## src/hw/rtl/lfsc_frame_mem.sv

```systemverilog
`timescale 1ns / 1ps

// Frame row store: one write port, two registered read ports.
module lfsc_frame_mem #(
	parameter int DEPTH = 512,
	parameter int AW    = 9
) (
	input  logic          clk,
	input  logic          we,
	input  logic [AW-1:0] waddr,
	input  logic [7:0]    wdata,
	input  logic [AW-1:0] raddr0,
	input  logic [AW-1:0] raddr1,
	output logic [7:0]    rdata0,
	output logic [7:0]    rdata1
);

	logic [7:0] mem [DEPTH];

	always_ff @(posedge clk) begin
		if (we) begin
			mem[waddr] <= wdata;
		end
	end

	always_ff @(posedge clk) begin
		rdata0 <= mem[raddr0];
		rdata1 <= mem[raddr1];
	end

endmodule

```

## config.mk

```make
export PLATFORM = sky130hd
export DESIGN_NAME = lfsc_frame_mem
export DESIGN_NICKNAME = d
export VERILOG_FILES = /design/src/hw/rtl/lfsc_frame_mem.sv
export SDC_FILE = /design/constraint.sdc
export NUM_CORES = 2
export LEC_CHECK = 0
export BUFFER_PORTS_ARGS = -buffer_cell sky130_fd_sc_hd__clkbuf_2
export CAP_MARGIN = 20
export CORE_MARGIN = 2
export CORE_UTILIZATION = 30
export DETAILED_ROUTE_END_ITERATION = 6
export PLACE_DENSITY = 0.5
export SYNTH_ARGS = -nofsm -noshare
export SYNTH_HDL_FRONTEND = slang
export SYNTH_SLANG_ARGS = --single-unit
```

## constraint.sdc

```tcl
create_clock -name clk -period 6.6 [get_ports clk]
set_clock_uncertainty 0.2 [all_clocks]
set_input_delay 0.33 -clock clk [delete_from_list [all_inputs] [get_ports clk]]
set_output_delay 0.33 -clock clk [all_outputs]
set_load 0.05 [all_outputs]
```

==> results.toml <==
[drt]
viasPerCell = 5.93
firstDrtPassIters = 6
num_vias = 121000
drcViolationCount = 0
antenna_left = 0
first_iter_violations = 16600
drt_wl_total_microns = 738000
wl_per_cell_microns = 36.1

[layout]
multi_input_area_sq_um = 66700
seq_area_sq_um = 123000
final_cell_mix = "4096 x edfxtp_1, 1393 x mux2i_1, 1379 x mux4_2"
fin_nets = 11400
final_common_cell = "edfxtp_1"
area_growth_pct = 12.2
post-route-cell-area_sq_um = 220000
nFillCells = 61800
drive_above_1_share = 0.212

[place]
placed_cell_area_sq_um = 205000
numPortBuffers = 52
dp_hpwl_microns = 489000
place.gp.congestion = 0.976

[setup_path]
cp-end-kind = "flop"
path_class = "input pin to flop"
startpoint = "raddr1[2]"
path_buf_inv = 5
crit_chain = "clkbuf_8 > buf_4 > inv_6 > buf_4 > a2111oi_0 > buf_1 > nor3_1 > o311ai_1 > a2111oi_2 > o211a_1"
cp_slowest_cell = "a2111oi_2"
worst_path_largest_cell_delay_ns = 1.19
setup.worst_path.start_class = "input pin"
cp_data_arrival_time_ns = 5.35
worstPathMaxFanout = 36
cp.required_ns = 7.40
worstReg2RegStart = "mem[462][0]"
path_common_cell = "buf_4"
cp_top_family = "buffers and inverters"

[cts]
clkSinkCount = 4112
clk_pin_slew_ns = 0.06
cts_made_buffers = 431
tritoncts = "built"
clock_latency_ns = 1.07
root_buffer = "clkbuf_16"
postCtsSetupBuffers = 0
cts_buffer_depth = 4
cts-htree-levels = 5

[power]
p_int_mw = 44.2
seqPwrFrac = 0.492
clock_power_share = 0.420
combPwrFrac = 0.087
power_leakage_nw = 68.5
peakVddDrop_uv = 227
p_sw_mw = 14.5
p_per_area_nw_per_um2 = 267
p_sw_frac = 0.247

[global_routing]
gr-total-overflow = 0
track_usage = 0.216
grt_first_pass_wirelength_microns = 1000000
antenna_found_initial = 67
grt_max_degree = 177
grt_pass1_vias = 119000

[timing]
tns_ns = 0
hold_viol = 0
worst_pin_slew_ns = 1.28
period_share = 0.689
post-route-min-period_ns = 4.54
setup_viol = 0
rsz0062_at_grt = "false"
final_max_slew_viol_count = 0
fmax_mhz = 220
slew_headroom = 0.147

[yosys]
synth.avg_cell_area_sq_um = 17.1
synth_fp_nets = 11500
synth_ff_type = "edfxtp_1"
synth_cells = 11500
ys_seq_area_frac = 0.630
ys_async_sr_fraction = 0
mappedNetlistArea_sq_um = 196000
synth_edf_count = 4096
yosysWarnings = 0
synth.distinct_cells = 80
ys_ff_latch = 4112

[die]
design.portCount = 53
core-area_sq_um = 650000
die_h_microns = 812
floorplan.initialDensity = 0.301
die_w_microns = 812
rows = 296
die_area_sq_um = 659000

[run]
maxCapViolCount = 0

[worst_hold_path]
min_path_type = "input pin to flop"
hp-start = "wdata[0]"

[status]
outcome = "complete, no violations"
## sequential cells by signal (all words and copies together), names as in the netlist
name / count
rdata1: 8
mem: 4096
rdata0: 8
## cells by family after synthesis
family	after synthesis	share of synthesized area
simple gates	1823	0.0441
compound gates	1775	0.0642
buf+inv	961	0.0306
mux	2780	0.231
flops	4112	0.630
## timing repair
item	CTS	global route
hold endpoints to repair	1472	0
setup endpoints to repair	0	0
gates resized for setup	0	0
hold buffers	11	0
## area by class of cell
class,count,share of cell area
antenna,44,0.000501
clock buffer,528,0.0514
clock inverter,273,0.0121
inverter,7,0.000234
multi-input combinational,6378,0.304
sequential,4112,0.562
tap,8642,0.0492
timing repair buffer,453,0.0212
## path summary, 6_finish.rpt
check / depth (start not counted) / end / slack [ns]
max: 10 / rdata1[6] / 2.06
min: 2 / mem[341][0] / 0.11
max reg2reg: 7 / rdata1[0] / 2.84
min reg2reg: 6 / rdata1[0] / 0.93
## cells in the mapped netlist, drive strengths merged (28+ instances only)
cell | count | area share
a211oi | 115 | 0.0044
a21oi | 284 | 0.0073
a2111oi | 31 | 0.0014
nand4 | 82 | 0.0026
mux4 | 1385 | 0.16
a31oi | 28 | 0.00090
mux2i | 1393 | 0.071
nand2 | 285 | 0.0055
a22oi | 36 | 0.0014
nor2 | 679 | 0.013
and2 | 52 | 0.0017
nor4 | 92 | 0.0029
o22ai | 381 | 0.012
nor3 | 379 | 0.0097
buf | 528 | 0.022
clkbuf | 426 | 0.0082
o221ai | 514 | 0.023
nand2b | 32 | 0.0010
nand3 | 76 | 0.0019
edfxtp | 4096 | 0.63
o21ai | 175 | 0.0045
o31ai | 29 | 0.0011
## routing by layer
metal / global-route usage / wire length (microns)
met1: 0.292 / 298000
met3: 0.0513 / 69700
met2: 0.337 / 336000
met4: 0.0861 / 33900
met5: 0 / 208
## power by group through the flow
| stage | logic, mW | clock network [mW] | registers [mW] |
|---|---|---|---|
| after global placement | 5.03 | 0 | 29.4 |
| after CTS | 5.04 | 24.9 | 28.9 |
| after floorplan | 2.70 | 0 | 29.4 |
| final | 5.13 | 24.7 | 28.9 |
| after detailed placement | 5.03 | 0 | 29.4 |
| after global routing | 5.23 | 25.8 | 28.9 |
## metrics by stage
| stage | util | std cells | power (mW) | setup WS (ns) | hold WS [ns] |
|---|---|---|---|---|---|
| finish | 0.338 | 20400 | 58.7 | 2.06 | 0.114 |
| global route | 0.338 | 20400 | 59.9 | 2.29 | 0.0790 |
| global placement | 0.316 | 19600 | 34.5 | 0.556 | 0.566 |
| CTS | 0.338 | 20400 | 58.8 | 2.38 | 0.0307 |
| detailed placement | 0.316 | 19600 | 34.5 | 1.26 | 0.568 |
| floorplan | - | 11500 | 32.1 | 3.98 | 0.229 |
(Power assumes the default switching activity.)
